## src/rtl/tcw_pkg.sv

```systemverilog
// Shared constants, types and helper functions of the text console writer.
`default_nettype none

package tcw_pkg;

  // Screen geometry.
  localparam int SCREEN_COLUMNS = 80;
  localparam int SCREEN_ROWS    = 25;
  localparam int TAB_STOP       = 8;
  localparam int CELL_COUNT     = SCREEN_COLUMNS * SCREEN_ROWS;

  // Widths that follow from the geometry.
  localparam int ADDR_W = $clog2(CELL_COUNT);
  localparam int SUM_W  = ADDR_W + 1;
  localparam int COL_W  = $clog2(SCREEN_COLUMNS);
  localparam int NCOL_W = $clog2(SCREEN_COLUMNS + TAB_STOP);
  localparam int ROW_W  = (SCREEN_ROWS > 2) ? $clog2(SCREEN_ROWS) : 1;

  // Fixed field widths.
  localparam int KIND_W = 2;
  localparam int CHAR_W = 8;
  localparam int IDX_W  = 11;
  localparam int LOC_W  = 11;
  localparam int CELL_W = 16;
  localparam int ATTR_W = 8;
  localparam int CMP_W  = (ADDR_W > IDX_W) ? ADDR_W : IDX_W;

  // Configuration port.
  localparam int PADDR_W = 3;
  localparam int PDATA_W = 32;
  localparam logic [PADDR_W-3:0] REG_TEXT_ATTRIBUTE = '0;
  localparam logic [ATTR_W-1:0]  ATTR_RESET         = 8'h0F;

  // Item kinds.
  localparam logic [KIND_W-1:0] KIND_PUT   = 2'd0;
  localparam logic [KIND_W-1:0] KIND_CLEAR = 2'd1;
  localparam logic [KIND_W-1:0] KIND_READ  = 2'd2;

  // Character codes.
  localparam logic [CHAR_W-1:0] CHAR_BS    = 8'h08;
  localparam logic [CHAR_W-1:0] CHAR_TAB   = 8'h09;
  localparam logic [CHAR_W-1:0] CHAR_LF    = 8'h0A;
  localparam logic [CHAR_W-1:0] CHAR_CR    = 8'h0D;
  localparam logic [CHAR_W-1:0] CHAR_SPACE = 8'h20;
  localparam logic [CHAR_W-1:0] CHAR_DEL   = 8'h7F;

  typedef enum logic [2:0] {
    ST_INIT,
    ST_IDLE,
    ST_EXEC,
    ST_SCROLL,
    ST_CLEAR,
    ST_HOLD
  } state_t;

  typedef struct packed {
    logic              we;
    logic [ADDR_W-1:0] waddr;
    logic [CELL_W-1:0] wdata;
    logic              re;
    logic [ADDR_W-1:0] raddr;
  } mem_req_t;

  typedef struct packed {
    logic             load;
    logic [LOC_W-1:0] loc;
    logic [CELL_W-1:0] cell_word;
  } result_t;

  typedef logic [NCOL_W-1:0] tab_next_t [SCREEN_COLUMNS];

  // Column that a tab reaches from each column, built without division.
  function automatic tab_next_t build_tab_next();
    int        stop;
    tab_next_t t;
    stop = TAB_STOP;
    for (int i = 0; i < SCREEN_COLUMNS; i++) begin
      if (i == stop) begin
        stop = stop + TAB_STOP;
      end
      t[i] = NCOL_W'(stop);
    end
    return t;
  endfunction

  localparam tab_next_t TAB_NEXT = build_tab_next();

  // Linear screen location of a cursor position.
  function automatic logic [ADDR_W-1:0] lin_loc(input logic [ROW_W-1:0] r,
                                                input logic [COL_W-1:0] c);
    return ADDR_W'(r) * ADDR_W'(SCREEN_COLUMNS) + ADDR_W'(c);
  endfunction

  // Memory address of a linear location, given the address of the top row.
  function automatic logic [ADDR_W-1:0] phys_addr(input logic [ADDR_W-1:0] loc,
                                                  input logic [ADDR_W-1:0] base);
    logic [SUM_W-1:0] sum;
    sum = SUM_W'(loc) + SUM_W'(base);
    if (sum >= SUM_W'(CELL_COUNT)) begin
      sum = sum - SUM_W'(CELL_COUNT);
    end
    return sum[ADDR_W-1:0];
  endfunction

  // Top row address after the screen moves up by one line.
  function automatic logic [ADDR_W-1:0] next_base(input logic [ADDR_W-1:0] base);
    logic [SUM_W-1:0] sum;
    sum = SUM_W'(base) + SUM_W'(SCREEN_COLUMNS);
    if (sum >= SUM_W'(CELL_COUNT)) begin
      sum = '0;
    end
    return sum[ADDR_W-1:0];
  endfunction

endpackage

`default_nettype wire

```

## src/rtl/tcw_apb_regs.sv

```systemverilog
// Configuration register file behind the APB port.
`default_nettype none

module tcw_apb_regs import tcw_pkg::*; (
  input  logic               clk,
  input  logic               rst,
  input  logic               psel,
  input  logic               penable,
  input  logic               pwrite,
  input  logic [PADDR_W-1:0] paddr,
  input  logic [PDATA_W-1:0] pwdata,
  output logic [PDATA_W-1:0] prdata,
  output logic               pready,
  output logic [ATTR_W-1:0]  text_attribute
);

  logic attr_sel;
  logic wr_xfer;

  assign attr_sel = (paddr[PADDR_W-1:2] == REG_TEXT_ATTRIBUTE);
  assign wr_xfer  = psel && penable && pwrite;
  assign pready   = 1'b1;
  assign prdata   = attr_sel ? PDATA_W'(text_attribute) : '0;

  always_ff @(posedge clk) begin
    if (rst) begin
      text_attribute <= ATTR_RESET;
    end else if (wr_xfer && attr_sel) begin
      text_attribute <= pwdata[ATTR_W-1:0];
    end
  end

endmodule

`default_nettype wire

```

## config.mk

```make
export PLATFORM = sky130hd
export DESIGN_NAME = tcw_apb_regs
export DESIGN_NICKNAME = d
export VERILOG_FILES = /design/src/rtl/tcw_pkg.sv /design/src/rtl/tcw_apb_regs.sv
export SDC_FILE = /design/constraint.sdc
export NUM_CORES = 1
export LEC_CHECK = 0
export BUFFER_PORTS_ARGS = -buffer_cell sky130_fd_sc_hd__clkbuf_2
export CORE_MARGIN = 3
export CORE_UTILIZATION = 25
export CTS_CLUSTER_DIAMETER = 40
export DETAILED_ROUTE_END_ITERATION = 16
export HOLD_SLACK_MARGIN = 0.12
export PLACE_DENSITY = 0.66
export SLEW_MARGIN = 15
export SYNTH_ARGS = -nofsm -noshare
export SYNTH_HDL_FRONTEND = slang
export SYNTH_SLANG_ARGS = --single-unit
```

## constraint.sdc

```tcl
create_clock -name clk -period 1.02 [get_ports clk]
set_input_delay 0.102 -clock clk [delete_from_list [all_inputs] [get_ports clk]]
set_output_delay 0.102 -clock clk [all_outputs]
set_load 0.02 [all_outputs]
```

==> out/metrics.yaml, run 1 <==
cells_and_area:
  syn_to_final_growth_pct: 43.65
  largestRegisters: "text_attribute (8)"
  diodes: 0
  fin_cells: 140
  top_register: "text_attribute"
  largest_reg_flops: 8
  layout-drive-gt1-share_pct: 50.00
  fillCellCount: 236
  layout.nets: 154
synthesis:
  synth_top_cell_area_share_pct: 30.74
  seq_area_frac_synth_pct: 26.23
  synthCells: 70
  ys.flop_type: "dfxtp_1"
  yosysTopAreaCell: "buf_4"
  synth.cell_area_um2: 610.6
  synth.distinct_cells: 10
  synth_area_leaders: "buf_4, dfxtp_1, mux2i_1"
  synth_seq_cells: 8
  avgSynthCellArea_um2: 8.723
  async_flop_share_pct: 0
  synth_edf_count: 0
  synth.most_common_cell: "buf_4"
  synth_warnings: 0
global_route:
  use_met2_pct: 11.82
  grt_pass1_vias: 403
  met3_usage_pct: 5.140
  grt_pass1_wl_mm: 1.738
  grt_max_degree: 17
  gr-max-usage-layer: "met2"
  antenna_found_initial: 0
  globalRouteMet1Util_pct: 7.153
  gr-usage-all-layers_pct: 7.029
  grt_remaining_overflow: 0
place:
  place_congestion: 0.6679
  port_buffers: 29
  placedCellCount: 126
  hpwlAfterDp_um: 963.3
clock_network:
  clk_pin_slew_worst_paths_ps: 50
  cts.htree.levels: 1
  cts_buffers: 3
  clockBufferDepth: 2
  worstSkewPairLatency_ps: 250
  cts_root_buffer: "clkbuf_4"
  cts.sinks: 8
  cts_tree: "yes"
detailed_routing:
  first_pass_iters: 2
  post-route-drc-count: 0
  vias: 497
  via_per_inst: 3.550
  initialDrtViolationCount: 2
  antenna_left: 0
  wl_mm: 1.149
  routedWlPerCell_um: 8.207
sta:
  finalCriticalPeriod_ps: 994.2
  fin_crit_sh_pct: 97.47
  finalSetupViolations: 0
  max_freq_mhz: 1006
  rsz0062_at_grt: "true"
  skew_ps: 0
  drv_slew: 0
  hold_viol: 0
floorplanning:
  die_w_um: 55.42
  core.rowCount: 17
  fp.dieH_um: 55.42
  die_area_um2: 3071
  start_util_pct: 27.08
  ios: 81
  coreArea_um2: 2255
worst_setup_path:
  path_delay_family: "flip-flops"
  critPathArrivalTime_ps: 890
  worstSetupPathType: "flop to output pin"
  worstSetupEndpointType: "output pin"
  slowest_stage: "dfxtp_2"
  required_ps: 920
  startpoint_type: "flop"
  cp_num_buf_inv: 1
  cp_slowest_stage_delay_ps: 320
  cp_cell_sequence: "and2b_2 > buf_4"
  path_max_fanout: 3
run_status:
  status: "finished, final reports clean"
min_path:
  hold_path_class: "input pin to flop"
run:
  maxCapViolCount: 0
power:
  peakVddDrop_v: 0.0006828
  p_per_area_nw_per_um2: 916.1
  total_power_uw: 803.5
  power_leakage_uw: 0.0004505
[logic make-up after synthesis]
family,synth area share [%]
flops,26.23
simple gates,26.23
mux,13.12
other cells,1.230
buf+inv,33.20
[report_power, final]
group	internal, uW	total (uW)	switching, uW
Combinational	94.2	242	148
Sequential	321	326	4.60
Clock	134	235	101
Total	550	803	254
[metrics by stage]
stage                     worst slack [ps]  setup TNS, ps  hold WS (ps)  instance area [um^2]  util (%)
after CTS                            1.626              0         121.1                 790.8     35.07
final                                25.85              0         118.9                 877.1     38.90
after detailed placement             131.1              0         359.0                 696.9     30.91
after floorplan                      251.1              0         256.7                 696.9         -
after global routing                -12.68         -30.89         133.4                 877.1     38.90
after global placement               173.2              0         355.3                 696.9     30.91
[layout make-up]
cell class	instances	area (um^2)	area share, %
clock buffers	3	22.52	2.568
multi-input cells	58	334.1	38.09
flip-flops and latches	8	170.2	19.40
well taps	28	35.03	3.994
repair buffers	43	315.3	35.95
[what timing repair did]
action	4_1_cts	5_1_grt
endpoints found under the hold margin	6	0
resized for setup	4	27
hold buffers	6	0
endpoints found under the setup margin	2	8
setup buffers	0	5
[worst min-delay path: cells and delay by family]
| kind | cells | cell delay, ps |
|---|---|---|
| mux | 1 | 110 |
| simple gates | 1 | 30 |
| buf+inv | 1 | 70 |
[metal layers]
layer  up-vias  wire [um]
li1        255          -
met1       209        435
met2        33        568
met3         0        145
met4         0          0
met5         -          0
[layout by cell type (no fill, tap or decap)]
| cell type | instances |
|---|---|
| and2b_2 | 8 |
| and4b_1 | 1 |
| buf_4 | 9 |
| buf_6 | 6 |
| buf_8 | 1 |
| clkbuf_2 | 21 |
| clkbuf_4 | 3 |
| conb_1 | 25 |
| dfxtp_2 | 8 |
| dlygate4sd3_1 | 6 |
| mux2i_1 | 8 |
| nand2b_1 | 8 |
| nor2_1 | 8 |
[final timing paths]
| kind | startpoint | to | slack (ps) | depth (start not counted) |
|---|---|---|---|---|
| min reg2reg | text_attribute[6] | text_attribute[6] | 480 | 2 |
| max | text_attribute[7] | prdata[7] | 30 | 2 |
| min | pwdata[1] | text_attribute[1] | 120 | 3 |
| max reg2reg | text_attribute[1] | text_attribute[1] | 310 | 3 |
No activity file was read; power rests on OpenSTA's default activity.
==> run 2: changes to the inputs <==
==> constraint.sdc (replaced) <==
create_clock -name clk -period 1.05 [get_ports clk]
set_input_delay 0.105 -clock clk [delete_from_list [all_inputs] [get_ports clk]]
set_output_delay 0.105 -clock clk [all_outputs]
set_load 0.02 [all_outputs]
==> out/metrics.yaml, run 2 (synthesis gave the netlist of run 1 again) <==
worst_setup_path:
  worstSetupPathType: "flop to output pin"
  startpoint_type: "flop"
  path_max_fanout: 3  # unchanged
  worstSetupEndpointType: "output pin"
  required_ps: 940  # +20 ps
  critPathArrivalTime_ps: 900  # about the same
  r2r_slack_ps: 440  # +130 ps
cells_and_area:
  layout.nets: 148  # -3.9%
  layout-drive-gt1-share_pct: 43.40  # -6.6 points
  layout_common_cells: "clkbuf_2, conb_1"
  final_area_um2: 773.2  # -12%
  top_register: "text_attribute"
  layout_commonest_cell: "clkbuf_2"
  fin_cells: 134  # -4.3%
  diodes: 0  # unchanged
  largestRegisters: "text_attribute (8)"
  fillCellCount: 240  # +1.7%
  largest_reg_flops: 8  # unchanged
  syn_to_final_growth_pct: 26.64
place:
  post-place-ws_ps: 158.1  # +27.00 ps
  port_buffers: 29  # unchanged
  place_congestion: 0.6679  # unchanged
  placed_cell_area_um2: 696.9  # unchanged
  hpwlAfterDp_um: 963.3  # unchanged
  placedCellCount: 126  # unchanged
sta:
  rsz0062_at_grt: "false"
  max_freq_mhz: 997.8
  hold_viol: 0  # unchanged
  finalSetupViolations: 0  # unchanged
  fin_crit_sh_pct: 95.45
  skew_ps: 0  # unchanged
  finalSetupTns_ps: 0  # unchanged
  drv_slew: 0  # unchanged
  finalCriticalPeriod_ps: 1002
  fin_ws_ps: 47.78  # +21.93 ps
detailed_routing:
  vias: 473  # -4.8%
  routedWlPerCell_um: 8.090  # -1.4%
  wl_mm: 1.084  # -5.7%
  antenna_left: 0  # unchanged
  first_pass_iters: 2  # unchanged
  initialDrtViolationCount: 1  # -1
  post-route-drc-count: 0  # unchanged
  via_per_inst: 3.530  # -0.57%
floorplanning:
  coreArea_um2: 2255  # unchanged
  ios: 81  # unchanged
  start_util_pct: 27.08  # unchanged
  core.rowCount: 17  # unchanged
  fp.dieH_um: 55.42  # unchanged
  die_w_um: 55.42  # unchanged
  die_area_um2: 3071  # unchanged
global_route:
  grt_max_degree: 17  # unchanged
  antenna_found_initial: 0  # unchanged
  grt_pass1_vias: 399  # -0.99%
  grt_remaining_overflow: 0  # unchanged
  grt_pass1_wl_mm: 1.711  # -1.6%
  gr-usage-all-layers_pct: 6.933  # -0.096 points
clock_network:
  cts_tree: "yes"
  cts_setup_buffers: 0  # unchanged
  cts.sinks: 8  # unchanged
  cts_buffers: 3  # unchanged
  worstSkewPairLatency_ps: 250  # about the same
  clockBufferDepth: 2  # unchanged
  cts_root_buffer: "clkbuf_4"
  clk_pin_slew_worst_paths_ps: 50  # about the same
  cts.htree.levels: 1  # unchanged
power:
  peakVddDrop_v: 0.0006631  # -2.9%
  power_leakage_uw: 0.0004082  # -9.4%
  total_power_uw: 752.8  # -6.3%
  p_per_area_nw_per_um2: 973.6  # +6.3%
min_path:
  hold_path_class: "input pin to flop"
run:
  maxCapViolCount: 0  # unchanged
run_status:
  status: "finished, final reports clean"
[run 2: critical path, stage by stage, from the launching register on]
cell	delay, ps
dfxtp_1	320
and2b_2	180
clkbuf_2	150
[run 2: area by class of cell]
class / count / area (um^2) / share of cell area, %
multi-input combinational: 58 / 334.1 / 43.20
timing repair buffer: 37 / 217.7 / 28.16
sequential: 8 / 163.9 / 21.20
tap: 28 / 35.03 / 4.531
clock buffer: 3 / 22.52 / 2.913
[run 2: per-layer routing]
metal | wire length (um) | vias up | part of all wire [%] | GRT usage [%]
met1 | 412 | 199 | 38 | 6.872
met4 | 0 | 0 | 0 | 1.042
li1 | - | 241 | - | -
met5 | 0 | - | 0 | 0
met3 | 154 | 0 | 14 | 5.140
met2 | 517 | 33 | 48 | 11.82
[run 2: worst paths after layout]
check,startpoint,depth (start not counted),endpoint
worst max-delay path,text_attribute[3],2,prdata[3]
worst min-delay path,pwdata[1],3,text_attribute[1]
worst max register to register,text_attribute[3],2,text_attribute[3]
worst min register to register,text_attribute[6],2,text_attribute[6]
[run 2: power by group]
group	total, uW	internal, uW	leakage [uW]	switching [uW]
Sequential	316	311	0.0000654	4.67
Combinational	210	70.7	0.000329	140
Clock	226	130	0.0000138	96.2
Total	753	512	0.000408	241
[run 2: metrics by stage]
step	utilization [%]	hold WS (ps)
floorplan	-	259.7
global placement	30.91	358.3
finish	34.30	123.0
CTS	34.13	121.7
detailed placement	30.91	362.0
global route	34.30	138.0
[run 2: timing repair]
action                                  4_1_cts  5_1_grt
hold buffers                                  5        0
endpoints found under the hold margin         5        0
endpoints found under the setup margin        0        3
resized for setup                             0        3
