==> src/rtl/tcw_pkg.sv <==
// Shared constants, types and helper functions of the text console writer.
`default_nettype none

package tcw_pkg;

  // Screen geometry.
  localparam int SCREEN_COLUMNS = 80;
  localparam int SCREEN_ROWS    = 25;
  localparam int TAB_STOP       = 8;
  localparam int CELL_COUNT     = SCREEN_COLUMNS * SCREEN_ROWS;

  // Widths that follow from the geometry.
  localparam int ADDR_W = $clog2(CELL_COUNT);
  localparam int SUM_W  = ADDR_W + 1;
  localparam int COL_W  = $clog2(SCREEN_COLUMNS);
  localparam int NCOL_W = $clog2(SCREEN_COLUMNS + TAB_STOP);
  localparam int ROW_W  = (SCREEN_ROWS > 2) ? $clog2(SCREEN_ROWS) : 1;

  // Fixed field widths.
  localparam int KIND_W = 2;
  localparam int CHAR_W = 8;
  localparam int IDX_W  = 11;
  localparam int LOC_W  = 11;
  localparam int CELL_W = 16;
  localparam int ATTR_W = 8;
  localparam int CMP_W  = (ADDR_W > IDX_W) ? ADDR_W : IDX_W;

  // Configuration port.
  localparam int PADDR_W = 3;
  localparam int PDATA_W = 32;
  localparam logic [PADDR_W-3:0] REG_TEXT_ATTRIBUTE = '0;
  localparam logic [ATTR_W-1:0]  ATTR_RESET         = 8'h0F;

  // Item kinds.
  localparam logic [KIND_W-1:0] KIND_PUT   = 2'd0;
  localparam logic [KIND_W-1:0] KIND_CLEAR = 2'd1;
  localparam logic [KIND_W-1:0] KIND_READ  = 2'd2;

  // Character codes.
  localparam logic [CHAR_W-1:0] CHAR_BS    = 8'h08;
  localparam logic [CHAR_W-1:0] CHAR_TAB   = 8'h09;
  localparam logic [CHAR_W-1:0] CHAR_LF    = 8'h0A;
  localparam logic [CHAR_W-1:0] CHAR_CR    = 8'h0D;
  localparam logic [CHAR_W-1:0] CHAR_SPACE = 8'h20;
  localparam logic [CHAR_W-1:0] CHAR_DEL   = 8'h7F;

  typedef enum logic [2:0] {
    ST_INIT,
    ST_IDLE,
    ST_EXEC,
    ST_SCROLL,
    ST_CLEAR,
    ST_HOLD
  } state_t;

  typedef struct packed {
    logic              we;
    logic [ADDR_W-1:0] waddr;
    logic [CELL_W-1:0] wdata;
    logic              re;
    logic [ADDR_W-1:0] raddr;
  } mem_req_t;

  typedef struct packed {
    logic             load;
    logic [LOC_W-1:0] loc;
    logic [CELL_W-1:0] cell_word;
  } result_t;

  typedef logic [NCOL_W-1:0] tab_next_t [SCREEN_COLUMNS];

  // Column that a tab reaches from each column, built without division.
  function automatic tab_next_t build_tab_next();
    int        stop;
    tab_next_t t;
    stop = TAB_STOP;
    for (int i = 0; i < SCREEN_COLUMNS; i++) begin
      if (i == stop) begin
        stop = stop + TAB_STOP;
      end
      t[i] = NCOL_W'(stop);
    end
    return t;
  endfunction

  localparam tab_next_t TAB_NEXT = build_tab_next();

  // Linear screen location of a cursor position.
  function automatic logic [ADDR_W-1:0] lin_loc(input logic [ROW_W-1:0] r,
                                                input logic [COL_W-1:0] c);
    return ADDR_W'(r) * ADDR_W'(SCREEN_COLUMNS) + ADDR_W'(c);
  endfunction

  // Memory address of a linear location, given the address of the top row.
  function automatic logic [ADDR_W-1:0] phys_addr(input logic [ADDR_W-1:0] loc,
                                                  input logic [ADDR_W-1:0] base);
    logic [SUM_W-1:0] sum;
    sum = SUM_W'(loc) + SUM_W'(base);
    if (sum >= SUM_W'(CELL_COUNT)) begin
      sum = sum - SUM_W'(CELL_COUNT);
    end
    return sum[ADDR_W-1:0];
  endfunction

  // Top row address after the screen moves up by one line.
  function automatic logic [ADDR_W-1:0] next_base(input logic [ADDR_W-1:0] base);
    logic [SUM_W-1:0] sum;
    sum = SUM_W'(base) + SUM_W'(SCREEN_COLUMNS);
    if (sum >= SUM_W'(CELL_COUNT)) begin
      sum = '0;
    end
    return sum[ADDR_W-1:0];
  endfunction

endpackage

`default_nettype wire

==> src/rtl/tcw_engine.sv <==
// Sequencer for cursor handling, screen memory access, scrolling and clearing.
`default_nettype none

module tcw_engine import tcw_pkg::*; (
  input  logic              clk,
  input  logic              rst,
  input  logic              in_valid,
  output logic              in_stall,
  input  logic [KIND_W-1:0] kind,
  input  logic [CHAR_W-1:0] char_code,
  input  logic [IDX_W-1:0]  cell_index,
  input  logic [ATTR_W-1:0] text_attribute,
  input  logic              out_free,
  output result_t           res,
  output mem_req_t          mem,
  input  logic [CELL_W-1:0] rdata
);

  state_t            state, state_next;
  logic [COL_W-1:0]  col, col_next;
  logic [ROW_W-1:0]  row, row_next;
  logic [ADDR_W-1:0] top_base, top_base_next;
  logic [ADDR_W-1:0] scroll_base, scroll_base_next;
  logic [ADDR_W-1:0] sweep, sweep_next;
  logic [KIND_W-1:0] it_kind, it_kind_next;
  logic [CHAR_W-1:0] it_code, it_code_next;
  logic              it_in_range, it_in_range_next;
  logic [CELL_W-1:0] hold_cell, hold_cell_next;

  logic              accept;
  logic              rd_in_range;
  logic              put_we;
  logic              need_scroll;
  logic              fin;
  logic              sweep_done;
  logic [CELL_W-1:0] fin_cell;
  logic [NCOL_W-1:0] col_step;
  logic              row_step;

  assign accept      = in_valid && (state == ST_IDLE);
  assign rd_in_range = (CMP_W'(cell_index) < CMP_W'(CELL_COUNT));
  assign sweep_done  = (sweep == ADDR_W'(CELL_COUNT - 1));

  // Cursor update and sweep bookkeeping.
  always_comb begin
    col_next         = col;
    row_next         = row;
    top_base_next    = top_base;
    scroll_base_next = scroll_base;
    sweep_next       = sweep;
    it_kind_next     = it_kind;
    it_code_next     = it_code;
    it_in_range_next = it_in_range;
    hold_cell_next   = hold_cell;
    put_we           = 1'b0;
    need_scroll      = 1'b0;
    fin              = 1'b0;
    fin_cell         = '0;
    col_step         = NCOL_W'(col);
    row_step         = 1'b0;

    case (state)
      ST_INIT: begin
        sweep_next = sweep + 1'b1;
      end
      ST_IDLE: begin
        if (accept) begin
          it_kind_next     = kind;
          it_code_next     = char_code;
          it_in_range_next = rd_in_range;
          if (kind == KIND_CLEAR) begin
            col_next      = '0;
            row_next      = '0;
            top_base_next = '0;
            sweep_next    = '0;
          end
        end
      end
      ST_EXEC: begin
        case (it_kind)
          KIND_PUT: begin
            case (it_code)
              CHAR_BS: begin
                if (col != '0) begin
                  col_step = NCOL_W'(col) - 1'b1;
                end
              end
              CHAR_TAB: col_step = TAB_NEXT[col];
              CHAR_CR:  col_step = '0;
              CHAR_LF: begin
                col_step = '0;
                row_step = 1'b1;
              end
              default: begin
                if (it_code inside {[CHAR_SPACE:CHAR_DEL]}) begin
                  put_we   = 1'b1;
                  col_step = NCOL_W'(col) + 1'b1;
                end
              end
            endcase
            if (col_step >= NCOL_W'(SCREEN_COLUMNS)) begin
              col_step = '0;
              row_step = 1'b1;
            end
            col_next = COL_W'(col_step);
            if (row_step) begin
              if (row == ROW_W'(SCREEN_ROWS - 1)) begin
                // The old top row becomes the new bottom row.
                need_scroll      = 1'b1;
                scroll_base_next = top_base;
                top_base_next    = next_base(top_base);
                sweep_next       = '0;
              end else begin
                row_next = row + 1'b1;
              end
            end
            fin = !need_scroll;
          end
          KIND_READ: begin
            fin      = 1'b1;
            fin_cell = it_in_range ? rdata : '0;
          end
          default: fin = 1'b1;
        endcase
      end
      ST_SCROLL: begin
        sweep_next = sweep + 1'b1;
        fin        = (sweep == ADDR_W'(SCREEN_COLUMNS - 1));
      end
      ST_CLEAR: begin
        sweep_next = sweep + 1'b1;
        fin        = sweep_done;
      end
      ST_HOLD: begin
        fin      = 1'b1;
        fin_cell = hold_cell;
      end
      default: ;
    endcase

    if (fin && !out_free) begin
      hold_cell_next = fin_cell;
    end
  end

  // Next state.
  always_comb begin
    state_next = state;
    case (state)
      ST_INIT: begin
        if (sweep_done) begin
          state_next = ST_IDLE;
        end
      end
      ST_IDLE: begin
        if (accept) begin
          state_next = (kind == KIND_CLEAR) ? ST_CLEAR : ST_EXEC;
        end
      end
      ST_EXEC, ST_SCROLL, ST_CLEAR, ST_HOLD: begin
        if (need_scroll) begin
          state_next = ST_SCROLL;
        end else if (fin) begin
          state_next = out_free ? ST_IDLE : ST_HOLD;
        end
      end
      default: state_next = ST_INIT;
    endcase
  end

  // Memory requests and result hand-off. Reads are issued only in idle and
  // writes only outside it, so the two ports never touch one entry together.
  always_comb begin
    mem      = '0;
    in_stall = (state != ST_IDLE);
    case (state)
      ST_INIT: begin
        mem.we    = 1'b1;
        mem.waddr = sweep;
        mem.wdata = {ATTR_RESET, CHAR_SPACE};
      end
      ST_IDLE: begin
        mem.re    = accept && rd_in_range && (kind == KIND_READ);
        mem.raddr = phys_addr(ADDR_W'(cell_index), top_base);
      end
      ST_EXEC: begin
        mem.we    = put_we;
        mem.waddr = phys_addr(lin_loc(row, col), top_base);
        mem.wdata = {text_attribute, it_code};
      end
      ST_SCROLL: begin
        mem.we    = 1'b1;
        mem.waddr = scroll_base + sweep;
        mem.wdata = {text_attribute, CHAR_SPACE};
      end
      ST_CLEAR: begin
        mem.we    = 1'b1;
        mem.waddr = sweep;
        mem.wdata = {text_attribute, CHAR_SPACE};
      end
      default: ;
    endcase
    res.load      = fin && out_free;
    res.loc       = LOC_W'(lin_loc(row_next, col_next));
    res.cell_word = fin_cell;
  end

  always_ff @(posedge clk) begin
    if (rst) begin
      state    <= ST_INIT;
      col      <= '0;
      row      <= '0;
      top_base <= '0;
      sweep    <= '0;
    end else begin
      state    <= state_next;
      col      <= col_next;
      row      <= row_next;
      top_base <= top_base_next;
      sweep    <= sweep_next;
    end
  end

  always_ff @(posedge clk) begin
    scroll_base <= scroll_base_next;
    it_kind     <= it_kind_next;
    it_code     <= it_code_next;
    it_in_range <= it_in_range_next;
    hold_cell   <= hold_cell_next;
  end

endmodule

`default_nettype wire

==> config.mk <==
export PLATFORM = sky130hd
export DESIGN_NAME = tcw_engine
export DESIGN_NICKNAME = d
export VERILOG_FILES = /design/src/rtl/tcw_pkg.sv /design/src/rtl/tcw_engine.sv
export SDC_FILE = /design/constraint.sdc
export NUM_CORES = 1
export LEC_CHECK = 0
export ABC_AREA = 1
export BUFFER_PORTS_ARGS = -buffer_cell sky130_fd_sc_hd__buf_2
export CORE_ASPECT_RATIO = 1.1
export CORE_UTILIZATION = 52
export DETAILED_ROUTE_END_ITERATION = 10
export PLACE_DENSITY = 0.82
export SYNTH_ARGS = -nofsm -noshare
export SYNTH_HDL_FRONTEND = slang
export SYNTH_SLANG_ARGS = --single-unit
==> constraint.sdc <==
create_clock -name clk -period 4.2 [get_ports clk]
set_clock_uncertainty 0.2 [all_clocks]
set_input_delay 0.42 -clock clk [delete_from_list [all_inputs] [get_ports clk]]
set_output_delay 0.42 -clock clk [all_outputs]
set_load 0.01 [all_outputs]
==> results.json <==
{
  "hp-class": "in2reg",
  "ys_ff_latch": 67,
  "tns_ns": -0.913,
  "slew_violations": 0,
  "drc_errors": 0,
  "worst_slew_pin_slew_ns": 0.745,
  "arrival_ns": 4.01,
  "ys.warnings.count": 0,
  "port_buffers": 117,
  "grt_pass1_wl_um": 26400,
  "swShare_pct": 45.0,
  "cp-end-kind": "output port",
  "p_leak_nw": 4.07,
  "switchingPower_w": 0.00154,
  "ios": 118,
  "postSynth.asyncResetShare_pct": 0,
  "clockRootBuffer": "clkbuf_16",
  "vias": 6625,
  "numCtsBuffers": 9,
  "core_area_mm2": 0.0116,
  "p_int_w": 0.00188,
  "routabilityCongestion": 0.947,
  "dpl.hpwl_um": 12300,
  "reg2regPathDepth": 9,
  "initial_core_util_pct": 54.2,
  "wl_per_cell_um": 14.2,
  "peakVddDrop_uv": 244,
  "yosys-top-cells-area": "edfxtp_1, nand2_1, ha_1",
  "syn_inst": 912,
  "fin_ws_ns": -0.433,
  "yosys_most_used_dff": "edfxtp_1",
  "grt_overflow": 0,
  "avgSynthCellArea_um2": 6.89,
  "syn-num-nets": 1020,
  "die_height_um": 117,
  "drt_iter0_drc": 475,
  "worst-path-max-fanout": 6,
  "grtUsageTotal_pct": 26.7,
  "p_clk_share_pct": 22.1,
  "rows": 41,
  "regArea_mm2": 0.00169,
  "synth-edff-count": 34,
  "violations": "setup timing",
  "cap_violations": 0,
  "period_share_pct": 110,
  "max_freq_mhz": 216,
  "rsz0062_at_grt": "yes",
  "pre_cts_ws_ns": -0.0859,
  "grt_start_max_net_pins": 30,
  "holdWs_ns": 0.0690,
  "fillCellCount": 903,
  "finalSetupViolations": 3,
  "dieArea_mm2": 0.0125,
  "layout_min_cycle_time_ns": 4.63,
  "n_antenna_cell": 0,
  "start_kind": "register",
  "synth_most_common_cell": "nand2_1",
  "layout-drive-gt1-share_pct": 32.3,
  "antenna_found_initial": 0,
  "path_class": "reg2out",
  "ys_types": 45,
  "cts_max_level": 3,
  "layout.nets": 1183,
  "clock-sinks": 67,
  "synth-seq-area-share_pct": 26.8,
  "utilization_pct": 70.1,
  "crit_required_ns": 3.58,
  "clk_latency_ns": 0.33,
  "power_frac_seq_pct": 24.4,
  "ant_nets": 0,
  "clock_path_buffers": 2,
  "synthToLayoutAreaGrowth_pct": 29.4,
  "yosysTopAreaCellShare_pct": 16.3,
  "path_clk_slew_ns": 0.05,
  "power.density_mw_per_mm2": 422,
  "synth_area_leader_cell": "edfxtp_1",
  "crit_start": "it_code[6]",
  "critPathCapture": "res[26]",
  "outcome": "finished, violations left",
  "first_pass_iters": 5,
  "multiInputGateArea_mm2": 0.00429,
  "hold_violations": 0,
  "viasPerCell": 5.39,
  "die_w_um": 107,
  "slew_headroom_pct": 50.3,
  "combPwrFrac_pct": 53.5,
  "netlist_area_mm2": 0.00628,
  "grt_pass1_vias": 5831,
  "routed_wl_um": 17500,
  "reg2reg_slack_ns": 1.29,
  "synthTopCellsByCount": "nand2_1, inv_1, nor2_1",
  "cts_tree": "built",
  "regToRegEndpoint": "hold_cell[0]",
  "timing.rr.start": "it_kind[1]"
}
## critical path, cell delays in order, from the launching register on
cell and delay [ns]:
edfxtp_1 0.44, nor2_2 0.19, buf_4 0.13, nand4_1 0.14, nand2_4 0.11, nand2_4 0.07, a21oi_4 0.17, nand3_2 0.10
nand2_4 0.12, nand2_8 0.08, nand3_1 0.09, nand3_2 0.07, o21ai_2 0.21, nand2_2 0.11, ha_4 0.28, ha_4 0.13
inv_2 0.04, fa_2 0.39, xor2_2 0.17, nor3_2 0.15, xnor2_1 0.17, nand3b_1 0.14, nand2_1 0.05, buf_2 0.13
## stage by stage
step | instance area [um2] | cells | power, W
after floorplan | 6280 | 912 | 0.00203
after global placement | 7190 | 1189 | 0.00251
after detailed placement | 7190 | 1189 | 0.00254
after CTS | 7730 | 1218 | 0.00334
after global routing | 8130 | 1230 | 0.00367
final | 8130 | 1230 | 0.00343
## worst min-delay path by stage
| stage | to | depth (start not counted) | start |
|---|---|---|---|
| floorplan | sweep[1] | 2 | sweep[1] |
| global placement | sweep[1] | 2 | sweep[1] |
| detailed placement | sweep[1] | 2 | sweep[1] |
| CTS | it_code[7] | 1 | char_code[7] |
| global route | it_code[4] | 1 | char_code[4] |
| finish | it_code[2] | 1 | char_code[2] |
## power groups by stage
stage               combinational (W)  sequential (W)  clock, W
finish                        0.00183        0.000838  0.000758
global route                  0.00203        0.000844  0.000792
CTS                           0.00174        0.000834  0.000757
detailed placement            0.00169        0.000847         0
global placement              0.00166        0.000848         0
floorplan                     0.00120        0.000830         0
## timing repair
action / CTS / global route
pin swaps: 21 / 46
endpoints found under the setup margin: 11 / 12
setup buffers: 13 / 13
resized for setup: 38 / 72
hold buffers: 0 / 0
## flip-flops by register name, summed over array words and instances, names as in the netlist
signal	count
state	3
it_kind	2
it_in_range	1
row	5
scroll_base	7
it_code	8
top_base	7
col	7
hold_cell	16
sweep	11
## area by class of cell
class | instances | area share, %
Tap cell | 150 | 2.31
Clock buffer | 10 | 2.82
Clock inverter | 6 | 0.816
Sequential cell | 67 | 20.8
Inverter | 148 | 6.86
Timing Repair Buffer | 181 | 13.6
Multi-Input combinational cell | 668 | 52.7
## cell usage in the layout, fill, tap and decap left out, drive strengths merged, types with 8 or more instances in the layout
master	Yosys	final
nand2	248	248
buf	17	181
inv	147	148
nor2	91	91
nand3	58	58
a21oi	57	57
ha	55	55
o21ai	35	35
edfxtp	34	34
dfxtp	33	33
o22ai	24	24
xor2	22	22
nor3	17	17
xnor2	14	14
nand4	11	11
clkbuf	12	10
or2	8	8
## cells by family after synthesis
kind of cell | Yosys count | synth area share (%)
fa+ha+maj | 59 | 12.2
xor+xnor | 36 | 5.02
simple gates | 442 | 32.2
flops | 67 | 26.8
compound gates | 131 | 12.5
buf+inv | 177 | 11.3
## per-layer routing
layer | vias up | GRT usage (%) | share of wire [%] | wire length (um)
li1 | 3276 | - | - | -
met1 | 3049 | 32.2 | 42 | 7340
met2 | 246 | 46.7 | 49 | 8520
met3 | 54 | 4.26 | 5.5 | 962
met4 | 0 | 12.4 | 3.9 | 684
met5 | - | 0 | 0 | 0
No activity file was read; power rests on OpenSTA's default activity.
